$ cat src/design/rzsm_queue.sv
`default_nettype none
module rzsm_queue #(
   parameter int WIDTH = 46,
   parameter int DEPTH = 8
) (
   input  wire              clock,
   input  wire              reset,
   input  wire              push,
   input  wire  [WIDTH-1:0] push_data,
   input  wire              pop,
   output logic             not_empty,
   output logic [WIDTH-1:0] head_data
);
   localparam int PTR_W = $clog2(DEPTH);

   logic [WIDTH-1:0] mem_ff [DEPTH];
   logic [PTR_W-1:0] wr_ptr_ff, rd_ptr_ff;
   logic [PTR_W:0]   count_ff;

   always_ff @(posedge clock) begin
      if (reset) begin
         wr_ptr_ff <= '0;
         rd_ptr_ff <= '0;
         count_ff  <= '0;
      end else begin
         if (push) wr_ptr_ff <= wr_ptr_ff + 1'b1;
         if (pop)  rd_ptr_ff <= rd_ptr_ff + 1'b1;
         if (push && !pop) count_ff <= count_ff + 1'b1;
         else if (pop && !push) count_ff <= count_ff - 1'b1;
      end
      if (push) mem_ff[wr_ptr_ff] <= push_data;
   end

   assign not_empty = (count_ff != '0);
   assign head_data = mem_ff[rd_ptr_ff];

endmodule
`default_nettype wire

$ cat config.mk
export PLATFORM = sky130hd
export DESIGN_NAME = rzsm_queue
export DESIGN_NICKNAME = d
export VERILOG_FILES = /design/src/design/rzsm_queue.sv
export SDC_FILE = /design/constraint.sdc
export NUM_CORES = 1
export LEC_CHECK = 0
export ABC_AREA = 1
export BUFFER_PORTS_ARGS = -buffer_cell sky130_fd_sc_hd__buf_2
export CORE_MARGIN = 5
export CORE_UTILIZATION = 50
export CTS_BUF_LIST = sky130_fd_sc_hd__clkbuf_16
export CTS_CLUSTER_SIZE = 8
export DETAILED_ROUTE_END_ITERATION = 12
export PLACE_DENSITY = 0.68
export SYNTH_ARGS = -nofsm -noshare
export SYNTH_HDL_FRONTEND = slang
export SYNTH_SLANG_ARGS = --single-unit
$ cat constraint.sdc
create_clock -name clock -period 4.39 [get_ports clock]
set_clock_uncertainty 0.2 [all_clocks]
set_input_delay 0.878 -clock clock [delete_from_list [all_inputs] [get_ports clock]]
set_output_delay 0.878 -clock clock [all_outputs]
set_load 0.02 [all_outputs]
==> key figures <==
Outcome
  • Status: complete, no violations

Hold path
  • HP Start: wr_ptr_ff[0]
  • Worst hold endpoint: wr_ptr_ff[0]
  • Hold path cells: 2
  • Worst Hold Class: flip-flop to flip-flop

GRT
  • Pin count of the biggest net entering global routing: 185
  • Total global-route track usage: 0.198
  • Vias in the first global route: 9564
  • Antenna violations before repair: 3
  • Total grt overflow: 0
  • First-pass GRT wire length: 52.4 mm

Worst setup path
  • Crit path capture type: output pin
  • CP Max Fanout: 184
  • Worst R2R End: mem_ff[0][19]
  • Worst Reg-to-Reg Cells: 3
  • R2R Setup Slk: 2.17 ns
  • Critical R2R Launch: wr_ptr_ff[0]
  • WP data required: 3.31 ns
  • WS Path Type: flip-flop to output pin
  • Worst path arrival time: 2.56 ns
  • Startpoint Class: flip-flop

Die
  • Die height: 185 um
  • Die ar.: 0.0343 mm2
  • Initial Util: 0.504
  • Die width: 185 um
  • FP Rows: 64
  • Core Area: 0.0304 mm2
  • Boundary Pins: 97

Clocking
  • CTS tree: yes
  • CTS buffer count: 53
  • Hold_buf cts: 0
  • Worst-Skew Late Latency: 0.55 ns
  • CTS Buffer Depth: 3
  • Clock sinks: 381
  • Cts repair resizes: 0
  • Clk slew on worst S/H paths: 0.05 ns
  • Setup Fix Bufs, Post-CTS: 0
  • Clk root buf: clkbuf_16
  • Number of H-tree levels: 2

Route
  • Met3 wire len: 2.26 mm
  • Metal-1 WL: 14.2 mm
  • Detailed Route WL: 33.8 mm
  • Antenna-violating nets left: 0
  • Max Used Layer: met5
  • WL met2: 16.8 mm
  • DR WL/cell: 18.6 um
  • Initial DRC Count: 658
  • Vias post-DR: 9718
  • DRC violations left: 0
  • Drt first pass iters: 5
  • Via/cell ratio: 5.34

STA
  • Slew of the pin with the lowest slew margin: 1.04 ns
  • Fmax: 275 MHz
  • RSZ-0062 raised after global routing: no
  • Setup-failing EPs final: 0
  • Max-slew violation count: 0
  • Final min period: 3.64 ns
  • Final worst path period share: 0.829
  • Final TNS setup: 0 ns
  • Fin. Hold Viols: 0
  • Relative slew slack: 0.307

Synthesis
  • Register area share after synthesis: 0.737
  • Yosys warnings: 0
  • Mapped Area: 0.0153 mm2
  • Synthesized area per cell: 11.7 um2
  • Yosys reg bits: 381
  • Cells after Synth: 1310
  • Unique cell type count in the Yosys netlist: 24
  • Syn nets: 1366

Cells and area
  • Area growth syn-to-layout: 14.7%
  • Post-layout util: 0.578
  • Share of post-route cells with drive strength above 1: 0.134
  • Layout Nets: 1468
  • Count of filler cells inserted in the layout: 2448

Flow run
  • MaxCap Viol Count: 0

Power and ir drop
  • Static Leakage: 6.54 nW
  • Peak supply drop: 336 uV
  • PwrDens: 483 mW/mm2

Placement
  • Number of buffers added on ports: 96
  • HPWL after detailed placement: 17.3 mm
  • GPL Wtd Cong: 0.766
## layout by cell type, fill, tap and decap left out, types with 2 or more instances in the layout
cell,n
dfxtp_4,2
buf_2,96
nand2_1,251
nand3_1,4
a21oi_1,7
or2_2,2
ha_1,5
edfxtp_1,368
nor2_4,8
dfxtp_1,10
buf_4,14
o21ai_0,151
clkbuf_16,54
inv_2,2
nor2_1,376
inv_1,19
buf_12,8
o21ai_1,34
## Yosys cell counts
| library cell | number | share of area |
|---|---|---|
| clkbuf_8 | 4 | 0.0036 |
| buf_6 | 16 | 0.012 |
| edfxtp_1 | 368 | 0.72 |
| o21ai_0 | 151 | 0.049 |
| nand3_1 | 4 | 0.0013 |
| nor3_1 | 1 | 0.00033 |
| nor2_1 | 384 | 0.094 |
| xnor2_1 | 1 | 0.00057 |
| o21ai_1 | 34 | 0.011 |
| buf_4 | 2 | 0.00098 |
| inv_1 | 12 | 0.0029 |
| ha_1 | 5 | 0.0041 |
| clkbuf_2 | 16 | 0.0052 |
| or2_2 | 2 | 0.00082 |
| a21oi_1 | 7 | 0.0023 |
| clkbuf_1 | 8 | 0.0020 |
| a211oi_1 | 1 | 0.00049 |
| buf_2 | 25 | 0.0082 |
| dfxtp_1 | 13 | 0.017 |
| xor2_1 | 1 | 0.00057 |
| inv_2 | 2 | 0.00049 |
| nand2_1 | 251 | 0.061 |
| nor3b_1 | 1 | 0.00049 |
| fa_1 | 1 | 0.0013 |
## flip-flops by register name, indices dropped and copies added (netlist names), named ones only
register,count
wr_ptr_ff,3
count_ff,4
rd_ptr_ff,3
mem_ff,368
## critical path: stages, from the launching register on
cell	delay, ns
dfxtp_4	0.37
buf_12	0.63
nor2_1	0.15
nor2_1	0.15
o21ai_0	0.12
nand2_1	0.12
nand2_1	0.05
nand2_1	0.17
buf_2	0.19
## per-stage QoR
stage          std cells  hold WS (ns)  setup slack, ns  power (mW)  cell area (um2)
2_1_floorplan       1310         0.257            0.557        4.77            15300
3_3_place_gp        1753         0.297             1.27        5.02            16200
3_5_place_dp        1753         0.300             1.31        5.04            16200
4_1_cts             1818         0.308            0.718        8.57            17600
5_1_grt             1818         0.337            0.544        8.84            17600
6_report            1819         0.302            0.749        8.50            17600
## logic make-up after synthesis
kind of cell               share of synthesized area
AOI/OAI and AO/OA                             0.0631
buffers and inverters                         0.0351
and+or+nand+nor                                0.158
adders and majority gates                    0.00538
DFF                                            0.737
xor gates and xnor gates                     0.00114
## per-layer routing
metal / track usage / up-vias
li1: - / 4662
met1: 0.263 / 4678
met2: 0.340 / 320
met3: 0.0377 / 54
met4: 0.0487 / 4
met5: 0 / -
## area by class of cell
class	instances	area, um2	area share
clock inverters	11	70.1	0.00398
inverters	14	55.1	0.00313
clock buffers	54	1350	0.0768
repair buffers	118	746	0.0424
flip-flops and latches	381	11300	0.643
diodes	1	2.50	0.000142
well taps	396	495	0.0282
multi-input cells	844	3560	0.202
## worst max path at each step
stage | cells past startpoint | startpoint | to
2_1_floorplan | 3 | push | mem_ff[0][0]
3_3_place_gp | 7 | flip-flop | head_data[24]
3_5_place_dp | 7 | flip-flop | head_data[24]
4_1_cts | 7 | flip-flop | head_data[24]
5_1_grt | 7 | flip-flop | head_data[24]
6_report | 8 | flip-flop | head_data[22]
## power breakdown
group	switching, mW	internal (mW)
Combinational	0.606	0.250
Clock	1.38	2.15
Sequential	0.0242	4.09
No activity file was read; power rests on OpenSTA's default activity.
