File: config.mk
export PLATFORM = sky130hd
export DESIGN_NAME = rzsm_front
export DESIGN_NICKNAME = d
export VERILOG_FILES = /design/src/design/rzsm_pkg.sv /design/src/design/rzsm_front.sv
export SDC_FILE = /design/constraint.sdc
export NUM_CORES = 2
export LEC_CHECK = 0
export CORE_MARGIN = 3
export CORE_UTILIZATION = 46
export DETAILED_ROUTE_END_ITERATION = 12
export DONT_BUFFER_PORTS = 1
export MAX_ROUTING_LAYER = met4
export SYNTH_ARGS = -nofsm -noshare
export SYNTH_HDL_FRONTEND = slang
export SYNTH_SLANG_ARGS = --single-unit
File: constraint.sdc
create_clock -name clock -period 8.6 [get_ports clock]
set_input_delay 0.86 -clock clock [delete_from_list [all_inputs] [get_ports clock]]
set_output_delay 0.86 -clock clock [all_outputs]
set_load 0.1 [all_outputs]
File: src/design/rzsm_pkg.sv
`default_nettype none
package rzsm_pkg;

   localparam int TRIG_BITS      = 24;
   localparam int COORD_BITS_DEF = 12;
   localparam int FRAC_BITS_DEF  = 16;
   localparam int QUEUE_DEPTH    = 8;
   localparam int CSR_IDX_BITS   = 3;
   localparam int CSR_DATA_BITS  = TRIG_BITS;

   localparam logic [TRIG_BITS-1:0] COS_RESET = 24'd65536;
   localparam int                   DIM_RESET = 4096;
   localparam int                   STRIDE_RESET = 4096;

   typedef enum logic [CSR_IDX_BITS-1:0] {
      CSR_COS_SCALED   = 3'd0,
      CSR_SIN_SCALED   = 3'd1,
      CSR_CENTER_X     = 3'd2,
      CSR_CENTER_Y     = 3'd3,
      CSR_IMAGE_WIDTH  = 3'd4,
      CSR_IMAGE_HEIGHT = 3'd5,
      CSR_ROW_STRIDE   = 3'd6,
      CSR_WRAP_MODE    = 3'd7
   } csr_index_type;

endpackage
`default_nettype wire

File: src/design/rzsm_front.sv
`default_nettype none
module rzsm_front #(
   parameter int COORD_BITS = 12,
   parameter int FRAC_BITS  = 16,
   parameter int VW         = 23
) (
   input  wire                                   clock,
   input  wire                                   reset,
   input  wire signed [rzsm_pkg::TRIG_BITS-1:0]  cos_scaled,
   input  wire signed [rzsm_pkg::TRIG_BITS-1:0]  sin_scaled,
   input  wire        [COORD_BITS-1:0]           center_x,
   input  wire        [COORD_BITS-1:0]           center_y,
   input  wire                                   in_valid,
   input  wire        [COORD_BITS-1:0]           dest_x,
   input  wire        [COORD_BITS-1:0]           dest_y,
   output logic                                  out_valid,
   output logic       [VW-1:0]                   xs,
   output logic       [VW-1:0]                   ys
);
   import rzsm_pkg::*;

   localparam int PROD_W = TRIG_BITS + COORD_BITS + 1;
   localparam int SUM_W  = PROD_W + 1;
   localparam int TR_W   = SUM_W - FRAC_BITS;

   logic [3:0] valid_ff;
   logic signed [COORD_BITS:0] dx_ff, dy_ff, dx_in, dy_in;
   logic signed [PROD_W-1:0] pcx_ff, psy_ff, psx_ff, pcy_ff;
   logic signed [PROD_W-1:0] pcx_in, psy_in, psx_in, pcy_in;
   logic signed [SUM_W-1:0] sumx_ff, sumy_ff, sumx_in, sumy_in;
   logic signed [SUM_W-1:0] biasx, biasy;
   logic [TR_W-1:0] tx, ty;
   logic [VW-1:0] xs_ff, ys_ff, xs_in, ys_in;

   always_comb begin
      dx_in  = $signed({1'b0, dest_x}) - $signed({1'b0, center_x});
      dy_in  = $signed({1'b0, dest_y}) - $signed({1'b0, center_y});
      pcx_in = cos_scaled * dx_ff;
      psy_in = sin_scaled * dy_ff;
      psx_in = sin_scaled * dx_ff;
      pcy_in = cos_scaled * dy_ff;
      sumx_in = pcx_ff - psy_ff;
      sumy_in = psx_ff + pcy_ff;
      // bias negative sums so the shift truncates toward zero
      biasx = sumx_ff + $signed({{(SUM_W-FRAC_BITS){1'b0}}, {FRAC_BITS{sumx_ff[SUM_W-1]}}});
      biasy = sumy_ff + $signed({{(SUM_W-FRAC_BITS){1'b0}}, {FRAC_BITS{sumy_ff[SUM_W-1]}}});
      tx = biasx[SUM_W-1:FRAC_BITS];
      ty = biasy[SUM_W-1:FRAC_BITS];
      xs_in = {{(VW-TR_W){tx[TR_W-1]}}, tx} + {{(VW-COORD_BITS){1'b0}}, center_x};
      ys_in = {{(VW-TR_W){ty[TR_W-1]}}, ty} + {{(VW-COORD_BITS){1'b0}}, center_y};
   end

   always_ff @(posedge clock) begin
      if (reset) begin
         valid_ff <= '0;
      end else begin
         valid_ff <= {valid_ff[2:0], in_valid};
      end
      dx_ff   <= dx_in;
      dy_ff   <= dy_in;
      pcx_ff  <= pcx_in;
      psy_ff  <= psy_in;
      psx_ff  <= psx_in;
      pcy_ff  <= pcy_in;
      sumx_ff <= sumx_in;
      sumy_ff <= sumy_in;
      xs_ff   <= xs_in;
      ys_ff   <= ys_in;
   end

   assign out_valid = valid_ff[3];
   assign xs        = xs_ff;
   assign ys        = ys_ff;

endmodule
`default_nettype wire

==> flow_summary.ini <==
[yosys]
synthCells = 5985
synth-edff-count = 0
yosysSeqAreaShare_pct = 10.87
synth.avg_cell_area_um2 = 9.235
synth_nets = 7730
synth_seq_cells = 300
synth_flop_cell = dfxtp_1
ys_async_sr_fraction_pct = 0
syn-cell-area_um2 = 55270
synth_cell_type_count = 71
ys_warn_count = 0

[timing]
setup_violations = 0
hold_viol = 0
fmax_ghz = 0.1371
skew_ps = 26.91
fin_crit_sh_pct = 84.79
worst_slack_ps = 1308
relSlewSlack_pct = 22.22
rsz0062_at_grt = no
period_minus_slack_ps = 7292
hold_slack_ps = 361.5
drv_slew = 0
final.setup.tns_ps = 0
tightest_slew_ps = 1167

[grt]
grt-ovfl-total = 0
grt_pass1_vias = 40730
grt_use_total_pct = 22.36
grt_max_degree = 49
antenna_found_initial = 0
grt_pass1_wl_um = 219100

[clock_tree]
cts_tree = yes
h-tree-depth = 2
clk_pin_slew_worst_paths_ps = 60
post_cts_resize_count = 0
cts_buffers = 40
hold_buffers = 0
cts_buffer_depth = 3
cts_root_buffer = clkbuf_16
cts_setup_buffers = 0
cts_sinks = 300
clock_latency_ps = 570

[route]
routed_wl_um = 129300
drt_iter0_markers = 2539
vias_per_cell = 5.231
drc = 0
drt_first_pass_iters = 5
routedWlPerCell_um = 17.36
num_vias = 38980
antenna_left = 0

[finish]
layout-drive-gt1-share_pct = 2.444
fin_nets = 7564
area_growth_syn_to_layout_pct = 4.989

[critical_path]
crit_family = adder cells
arrival_ps = 7790
path_class = register to register
r2r_start = dy_ff[3]
critPathLaunchType = register
path_cells = buf_4, nand2_1, fa_1, inv_1, fa_1, ha_1, ha_1, inv_1, fa_1, inv_1, ha_1, ha_1, fa_1, a21o_1, a21o_1, a21oi_1, a2111oi_0, buf_4, o21ai_0, o2111ai_1, a31o_2, a21oi_1, xnor2_1
rrSetupSlack_ps = 1310
cp-end-kind = register
crit_required_ps = 9100
worstRegToRegCells = 23
slowest_delay_ps = 810
path_buf_inv = 5
cp_slowest_cell = dfxtp_1
reg2reg_to = psy_ff[33]
startpoint = dy_ff[3]
path_max_fanout = 30

[floorplan]
die_x_um = 352.6
num_rows = 126
start_util_pct = 46.56
fp.dieH_um = 352.6
io_pins = 146
die_area_um2 = 124400
core_area_um2 = 118700

[min_path]
whs_path_depth = 1
min_from = reset
hp-class = primary input to register
min_to = valid_ff[3]

[outcome]
status = finished clean

[flow_run]
drv_cap = 0

[placement]
post-place-ws_ps = 1444
place_congestion = 0.8529
hpwlAfterDp_um = 102300
port_buffers = 0
==> worst max-delay path by stage <==
stage               slack [ps]    endpoint  cells after the start
finish                    1310  psy_ff[33]                     23
global route               870  pcy_ff[36]                     21
detailed placement        1440  pcy_ff[36]                     21
floorplan                 2020  pcy_ff[36]                     20
CTS                       1400  pcy_ff[36]                     21
global placement          1530  psy_ff[33]                     23
==> synthesized netlist by cell type, types with 12 or more instances <==
master / n / area share (%)
a211oi_1: 21 / 0.29
a21boi_0: 12 / 0.16
a21o_1: 104 / 1.4
a21oi_1: 199 / 1.8
a31oi_1: 13 / 0.15
and2_1: 457 / 5.2
and3_1: 22 / 0.25
clkbuf_1: 245 / 1.7
dfxtp_1: 300 / 11
fa_1: 1138 / 41
ha_1: 508 / 11
inv_1: 1085 / 7.4
nand2_1: 821 / 5.6
nand2b_1: 43 / 0.49
nand3_1: 48 / 0.43
nand4_1: 28 / 0.32
nor2_1: 219 / 1.5
nor2b_1: 42 / 0.48
nor3_1: 54 / 0.49
o21a_1: 27 / 0.37
o21ai_0: 118 / 1.1
o21bai_1: 21 / 0.29
o31ai_1: 13 / 0.18
xnor2_1: 212 / 3.4
xor2_1: 76 / 1.2
==> routing by layer <==
metal | wire [um] | part of all wire (%) | global-route usage, % | up-vias
li1 | - | - | - | 18030
met1 | 58440 | 45 | 31.52 | 19800
met2 | 59240 | 46 | 34.29 | 1018
met3 | 8291 | 6.4 | 3.020 | 129
met4 | 3370 | 2.6 | 5.428 | 0
met5 | 0 | 0 | - | -
==> flip-flops by register name (all words and copies together) (netlist names), 23 cells and up <==
| register | count |
|---|---|
| psx_ff | 37 |
| psy_ff | 37 |
| sumx_ff | 38 |
| sumy_ff | 38 |
| ys | 23 |
| pcy_ff | 37 |
| xs | 23 |
| pcx_ff | 37 |
==> layout by cell type (no fill, tap or decap), types with 22 or more instances in the layout <==
master / Yosys / final
nand4_1: 28 / 28
nand2_1: 821 / 821
xnor2_1: 212 / 212
and2_1: 457 / 457
a21oi_1: 199 / 199
o21a_1: 27 / 27
fa_1: 1138 / 1138
dfxtp_1: 300 / 286
a21o_1: 104 / 104
ha_1: 508 / 508
inv_1: 1085 / 1085
and3_1: 22 / 22
nor3_1: 54 / 54
buf_4: 0 / 38
nand3_1: 48 / 48
nor2_1: 219 / 219
nor2b_1: 42 / 42
xor2_1: 76 / 76
nand2b_1: 43 / 43
clkbuf_16: 0 / 41
o21ai_0: 118 / 118
==> final cells by class <==
| type | count | area (um2) |
|---|---|---|
| antenna | 1 | 2.502 |
| multi-input combinational | 4354 | 44270 |
| tap | 1600 | 2002 |
| inverter | 1085 | 4073 |
| fill | 11270 | 60680 |
| clock buffer | 51 | 1124 |
| clock inverter | 22 | 250.2 |
| sequential | 300 | 6023 |
| timing repair buffer | 38 | 285.3 |
==> stage by stage <==
| stage | utilization (%) | instance area [um2] | cells |
|---|---|---|---|
| final | 48.88 | 58030 | 7451 |
| after CTS | 48.88 | 58030 | 7450 |
| after detailed placement | 47.72 | 56650 | 7377 |
| after floorplan | - | 55270 | 5985 |
| after global routing | 48.88 | 58030 | 7450 |
| after global placement | 47.72 | 56650 | 7377 |
==> kinds of logic (layout without fill, tap and decap cells) <==
kind of cell | count (synthesis) | in the layout | synth area share (%)
AND/OR/NAND/NOR | 1781 | 1781 | 15.32
adder cells (fa/ha/maj) | 1649 | 1649 | 52.77
buffers and inverters | 1331 | 1196 | 9.039
AO/OA/AOI/OAI | 632 | 632 | 7.366
flip-flops | 300 | 300 | 10.87
XOR/XNOR | 288 | 288 | 4.564
multiplexers | 4 | 4 | 0.07470
other | 0 | 1 | 0
Power is not shown: default switching activity piles up to over one toggle a cycle in this logic, so the estimate is an artifact.
