$ cat config.mk
export PLATFORM = sky130hd
export DESIGN_NAME = rzsm_back
export DESIGN_NICKNAME = d
export VERILOG_FILES = /design/src/design/rzsm_back.sv
export SDC_FILE = /design/constraint.sdc
export NUM_CORES = 2
export LEC_CHECK = 0
export BUFFER_PORTS_ARGS = -buffer_cell sky130_fd_sc_hd__buf_4
export CORE_MARGIN = 2
export CORE_UTILIZATION = 64
export CTS_CLUSTER_SIZE = 40
export DETAILED_ROUTE_END_ITERATION = 16
export GPL_ROUTABILITY_DRIVEN = 0
export PLACE_DENSITY = 0.81
export SYNTH_ARGS = -nofsm -noshare
export SYNTH_HDL_FRONTEND = slang
export SYNTH_SLANG_ARGS = --single-unit
$ cat constraint.sdc
create_clock -name clock -period 72.1 [get_ports clock]
set_input_delay 0 -clock clock [delete_from_list [all_inputs] [get_ports clock]]
set_output_delay 0 -clock clock [all_outputs]
set_load 0.02 [all_outputs]
$ cat src/design/rzsm_back.sv
`default_nettype none
module rzsm_back #(
   parameter int COORD_BITS = 12,
   parameter int VW         = 23
) (
   input  wire                       clock,
   input  wire                       reset,
   input  wire  [COORD_BITS:0]       image_width,
   input  wire  [COORD_BITS:0]       image_height,
   input  wire  [COORD_BITS+1:0]     row_stride,
   input  wire                       wrap_mode,
   input  wire                       in_valid,
   input  wire  [VW-1:0]             xs,
   input  wire  [VW-1:0]             ys,
   output logic                      in_take,
   output logic                      out_valid,
   input  wire                       out_stall,
   output logic [COORD_BITS-1:0]     src_x,
   output logic [COORD_BITS-1:0]     src_y,
   output logic [2*COORD_BITS:0]     src_address,
   output logic                      use_fill
);
   localparam int C = COORD_BITS;

   typedef struct packed {
      logic          neg;
      logic [VW-1:0] mag;
      logic [C:0]    rem;
      logic [C-1:0]  low;
   } axis_type;

   typedef struct packed {
      logic            in_image;
      axis_type [1:0]  ax;
   } stage_type;

   logic              advance;
   logic [C:0]        dim [2];
   logic [VW-1:0]     v [2];
   stage_type         st_in [VW+1];
   stage_type         st_ff [VW+1];
   logic [VW:0]       valid_ff;
   logic [C:0]        wrapped [2];
   logic [C-1:0]      coord_in [2];
   logic              fill_in;
   logic              fix_valid_ff, fill_ff;
   logic [C-1:0]      fx_ff, fy_ff;
   logic [2*C+2:0]    addr_full;
   logic              out_valid_ff, use_fill_ff;
   logic [C-1:0]      src_x_ff, src_y_ff;
   logic [2*C:0]      src_address_ff;

   function automatic axis_type div_step(axis_type a, logic [C:0] d);
      logic [C+1:0] t;
      axis_type     r;
      t = {a.rem, a.mag[VW-1]};
      if (t >= {1'b0, d}) t = t - {1'b0, d};
      r     = a;
      r.rem = t[C:0];
      r.mag = {a.mag[VW-2:0], 1'b0};
      return r;
   endfunction

   assign advance = !(out_valid_ff && out_stall);
   assign in_take = in_valid && advance;

   always_comb begin
      // saturate sizes above the coordinate range
      dim[0] = (image_width[C] && (image_width[C-1:0] != '0))
               ? {1'b1, {C{1'b0}}} : image_width;
      dim[1] = (image_height[C] && (image_height[C-1:0] != '0))
               ? {1'b1, {C{1'b0}}} : image_height;
      v[0] = xs;
      v[1] = ys;
      st_in[0].in_image = 1'b1;
      for (int a = 0; a < 2; a++) begin
         st_in[0].ax[a].neg = v[a][VW-1];
         st_in[0].ax[a].mag = v[a][VW-1] ? (~v[a] + 1'b1) : v[a];
         st_in[0].ax[a].rem = '0;
         st_in[0].ax[a].low = v[a][C-1:0];
         if (v[a][VW-1] || !(v[a] < {{(VW-C-1){1'b0}}, dim[a]}))
            st_in[0].in_image = 1'b0;
      end
      for (int k = 1; k <= VW; k++) begin
         st_in[k].in_image = st_ff[k-1].in_image;
         for (int a = 0; a < 2; a++) begin
            st_in[k].ax[a] = div_step(st_ff[k-1].ax[a], dim[a]);
         end
      end
      for (int a = 0; a < 2; a++) begin
         if (dim[a] == '0) wrapped[a] = '0;
         else if (st_ff[VW].ax[a].neg && st_ff[VW].ax[a].rem != '0)
            wrapped[a] = dim[a] - st_ff[VW].ax[a].rem;
         else wrapped[a] = st_ff[VW].ax[a].rem;
      end
      fill_in = !wrap_mode && !st_ff[VW].in_image;
      for (int a = 0; a < 2; a++) begin
         if (wrap_mode) coord_in[a] = wrapped[a][C-1:0];
         else if (fill_in) coord_in[a] = '0;
         else coord_in[a] = st_ff[VW].ax[a].low;
      end
      addr_full = fy_ff * row_stride + fx_ff;
   end

   always_ff @(posedge clock) begin
      if (reset) begin
         valid_ff     <= '0;
         fix_valid_ff <= 1'b0;
         out_valid_ff <= 1'b0;
      end else if (advance) begin
         valid_ff     <= {valid_ff[VW-1:0], in_valid};
         fix_valid_ff <= valid_ff[VW];
         out_valid_ff <= fix_valid_ff;
      end
      if (advance) begin
         for (int k = 0; k <= VW; k++) st_ff[k] <= st_in[k];
         fx_ff           <= coord_in[0];
         fy_ff           <= coord_in[1];
         fill_ff         <= fill_in;
         src_x_ff        <= fx_ff;
         src_y_ff        <= fy_ff;
         src_address_ff  <= addr_full[2*C:0];
         use_fill_ff     <= fill_ff;
      end
   end

   assign out_valid   = out_valid_ff;
   assign src_x       = src_x_ff;
   assign src_y       = src_y_ff;
   assign src_address = src_address_ff;
   assign use_fill    = use_fill_ff;

endmodule
`default_nettype wire

==> flow_summary.toml <==
[pwr]
p_int_mw = 3.18
switchingPower_mw = 1.84
comb_power_share_pct = 46.6
p_seq_share_pct = 33.9
p_leak_nw = 43.1
power_per_cell_area_nw_per_um2 = 47.0
sw_frac_of_total_pct = 36.7
irDropWorstVdd_mv = 0.0610
pwr-share-clk_pct = 19.5
power_mw = 5.02

[synthesis]
syn-num-nets = 8231
syn_area_sq_um = 96000
synth_common_cells = "edfxtp_1 (1827), ha_1 (694), nand2_1 (523)"
ys_seq_area_share_pct = 57.7
dominantRegCellSynth = "edfxtp_1"
synth_area_leader_cell = "edfxtp_1"
synthDominantCellAreaShare_pct = 57.2
synth_seq_cells = 1853
post-synth-top-count-cell = "edfxtp_1"
synthCells = 7270
yosysWarnings = 0
syn_area_per_cell_sq_um = 13.2
synth_edf_count = 1827
synthArstFlopShare_pct = 0
synth_area_leaders = "edfxtp_1 (57%), ha_1 (9.0%), mux2_2 (3.7%)"
yosysUniqueCellTypes = 92

[floorplan]
row_count = 142
initial_utilization_pct = 64.2
design.portCount = 143
die_area_sq_um = 153000
fp.coreArea_sq_um = 149000
die_h_um = 391
die_w_um = 391

[worst_setup_path]
start_kind = "flip-flop"
end_kind = "flip-flop"
r2r-end = "st_ff[2][102]$_DFFE_PN_"
r2r-start = "out_valid$_SDFFE_PP0N_"
arrival_ps = 7270
cp.required_ps = 72530
cp_max_fo = 169
reg2reg_slack_ps = 65260
critPathKind = "reg -> reg"
reg2reg_depth = 7

[finish]
fin_util_pct = 71.5
nets = 8608
drive_gt1_share_pct = 11.8
final_cells = 9818
area_growth_pct = 11.3
stdcell_area_sq_um = 107000

[clock_network]
cts-resized-gates = 0
clk_pin_slew_ps = 60
cts_buffer_depth = 3
cts.sinks = 1853
cts_root_buffer = "clkbuf_16"
cts_made_buffers = 182
clock_latency_ps = 830
cts_tree = "done"
cts-htree-levels = 4

[sta]
rsz0062_at_grt = "false"
period_needed_ps = 6840
layout_worst_path_cycle_share_pct = 9.49
finClkSkew_ps = 39.6
clock.fmax_mhz = 146
fin_setup_tns_ps = 0
hold_ws_ps = 59.8
slew_headroom_pct = 9.95
slew_violations = 0
postLayoutSetupSlackWorst_ps = 65260
finalHoldViolations = 0
setup_viol_count_final = 0
worstMarginPinSlew_ps = 1350

[route]
routed_wl_um = 207000
num_vias = 60396
dr.pass1.iters = 7
drt_iter0_drc = 5031
ant_nets = 0
wire_per_inst_um = 21.1
drc = 0
avgViaCountPerCell = 6.15

[place]
dp_hpwl_um = 130000
port_buffers = 142
place_ws_ps = 65360
placed_cell_area_sq_um = 99500
dpl.cell_count = 9353

[global_route]
antenna_found_initial = 6
grt_start_max_net_pins = 170
grt.total_usage_pct = 27.2
grt_pass1_vias = 60713
grt_overflow = 0
grt_pass1_wl_um = 327000

[run_status]
status = "finished, final reports clean"

[job]
maxCapViolCount = 0

[worst_hold_path]
min_from = "ys[5]"
hold_depth = 2
hp-class = "in -> reg"
min_to = "st_ff[0][54]$_DFFE_PN_"
-- routing by layer --
layer	wire length, um	track usage, %	share of wire [%]	vias to the layer above
met2	103000	46.5	50	2379
met1	82300	34.4	40	29484
met5	34	0	0.016	-
li1	-	-	-	27927
met4	9220	12.2	4.4	4
met3	12700	4.26	6.1	602
-- cell families (layout without fill, tap and decap cells) --
| family | count (synthesis) | after routing | share of synthesized area, % |
|---|---|---|---|
| flip-flops | 1853 | 1853 | 57.7 |
| multiplexers | 371 | 371 | 4.32 |
| buffers and inverters | 592 | 1121 | 2.44 |
| adder cells (fa/ha/maj) | 870 | 870 | 12.7 |
| AO/OA/AOI/OAI | 1518 | 1518 | 10.6 |
| XOR/XNOR | 487 | 487 | 4.44 |
| other | 0 | 3 | 0 |
| AND/OR/NAND/NOR | 1579 | 1579 | 7.76 |
-- worst max-delay path by stage --
stage / startpoint / slack (ps) / end / cells after the start
2_1_floorplan: out_valid$_SDFFE_PP0N_ / 19130 / fill_ff$_DFFE_PN_ / 4
3_3_place_gp: out_valid$_SDFFE_PP0N_ / 65560 / st_ff[2][604]$_DFFE_PN_ / 7
3_5_place_dp: out_valid$_SDFFE_PP0N_ / 65360 / st_ff[2][101]$_DFFE_PN_ / 7
4_1_cts: out_valid$_SDFFE_PP0N_ / 65290 / st_ff[1][696]$_DFFE_PN_ / 7
5_1_grt: out_valid$_SDFFE_PP0N_ / 64680 / st_ff[2][100]$_DFFE_PN_ / 7
6_report: out_valid$_SDFFE_PP0N_ / 65260 / st_ff[2][102]$_DFFE_PN_ / 7
-- power groups by stage --
stage	clock network [mW]	logic, mW	registers, mW
floorplan	0	1.82	1.66
global placement	0	2.15	1.70
detailed placement	0	2.25	1.71
CTS	0.994	2.31	1.70
global route	1.03	2.59	1.72
finish	0.979	2.34	1.70
-- worst max-delay path: stages, from the launching register on --
cell,delay (ps)
dfxtp_1,310
and2_1,480
inv_8,940
buf_4,950
buf_4,810
buf_4,950
buf_4,890
buf_4,810
-- layout by cell type, fill, tap and decap left out, drive strengths merged, types with 93 or more instances in the layout --
master / netlist / layout
clkbuf: 77 / 216
xor2: 151 / 151
nor2: 405 / 405
nor2b: 114 / 114
buf: 65 / 211
inv: 449 / 459
a21o: 196 / 196
o21ai: 378 / 378
a21oi: 444 / 444
o21a: 99 / 99
ha: 694 / 694
nand4: 127 / 127
and2: 93 / 93
xnor2: 336 / 336
dlygate4sd3: 0 / 124
nand2: 523 / 523
fa: 176 / 176
edfxtp: 1827 / 1827
mux2: 325 / 325
-- repair_timing --
item | in CTS | in global routing
hold endpoints to repair | 140 | 0
hold buffers | 124 | 0
setup buffers | 0 | 0
-- registers in the layout, indices dropped and copies added (netlist names), 12 cells and up --
name         flops
st_ff         1752
src_address     25
fy_ff           12
src_x           12
fx_ff           12
src_y           12
valid_ff        24
-- cell type report --
class                           count  area (sq um)
Sequential cell                  1853         55400
Fill cell                        9310         42600
Multi-Input combinational cell   4825         38300
Clock buffer                      216          4750
Timing Repair Buffer              335          2830
Tap cell                         2016          2520
Inverter                          450          1700
Clock inverter                    120          1400
Antenna cell                        3          7.51
(Power assumes the default switching activity.)
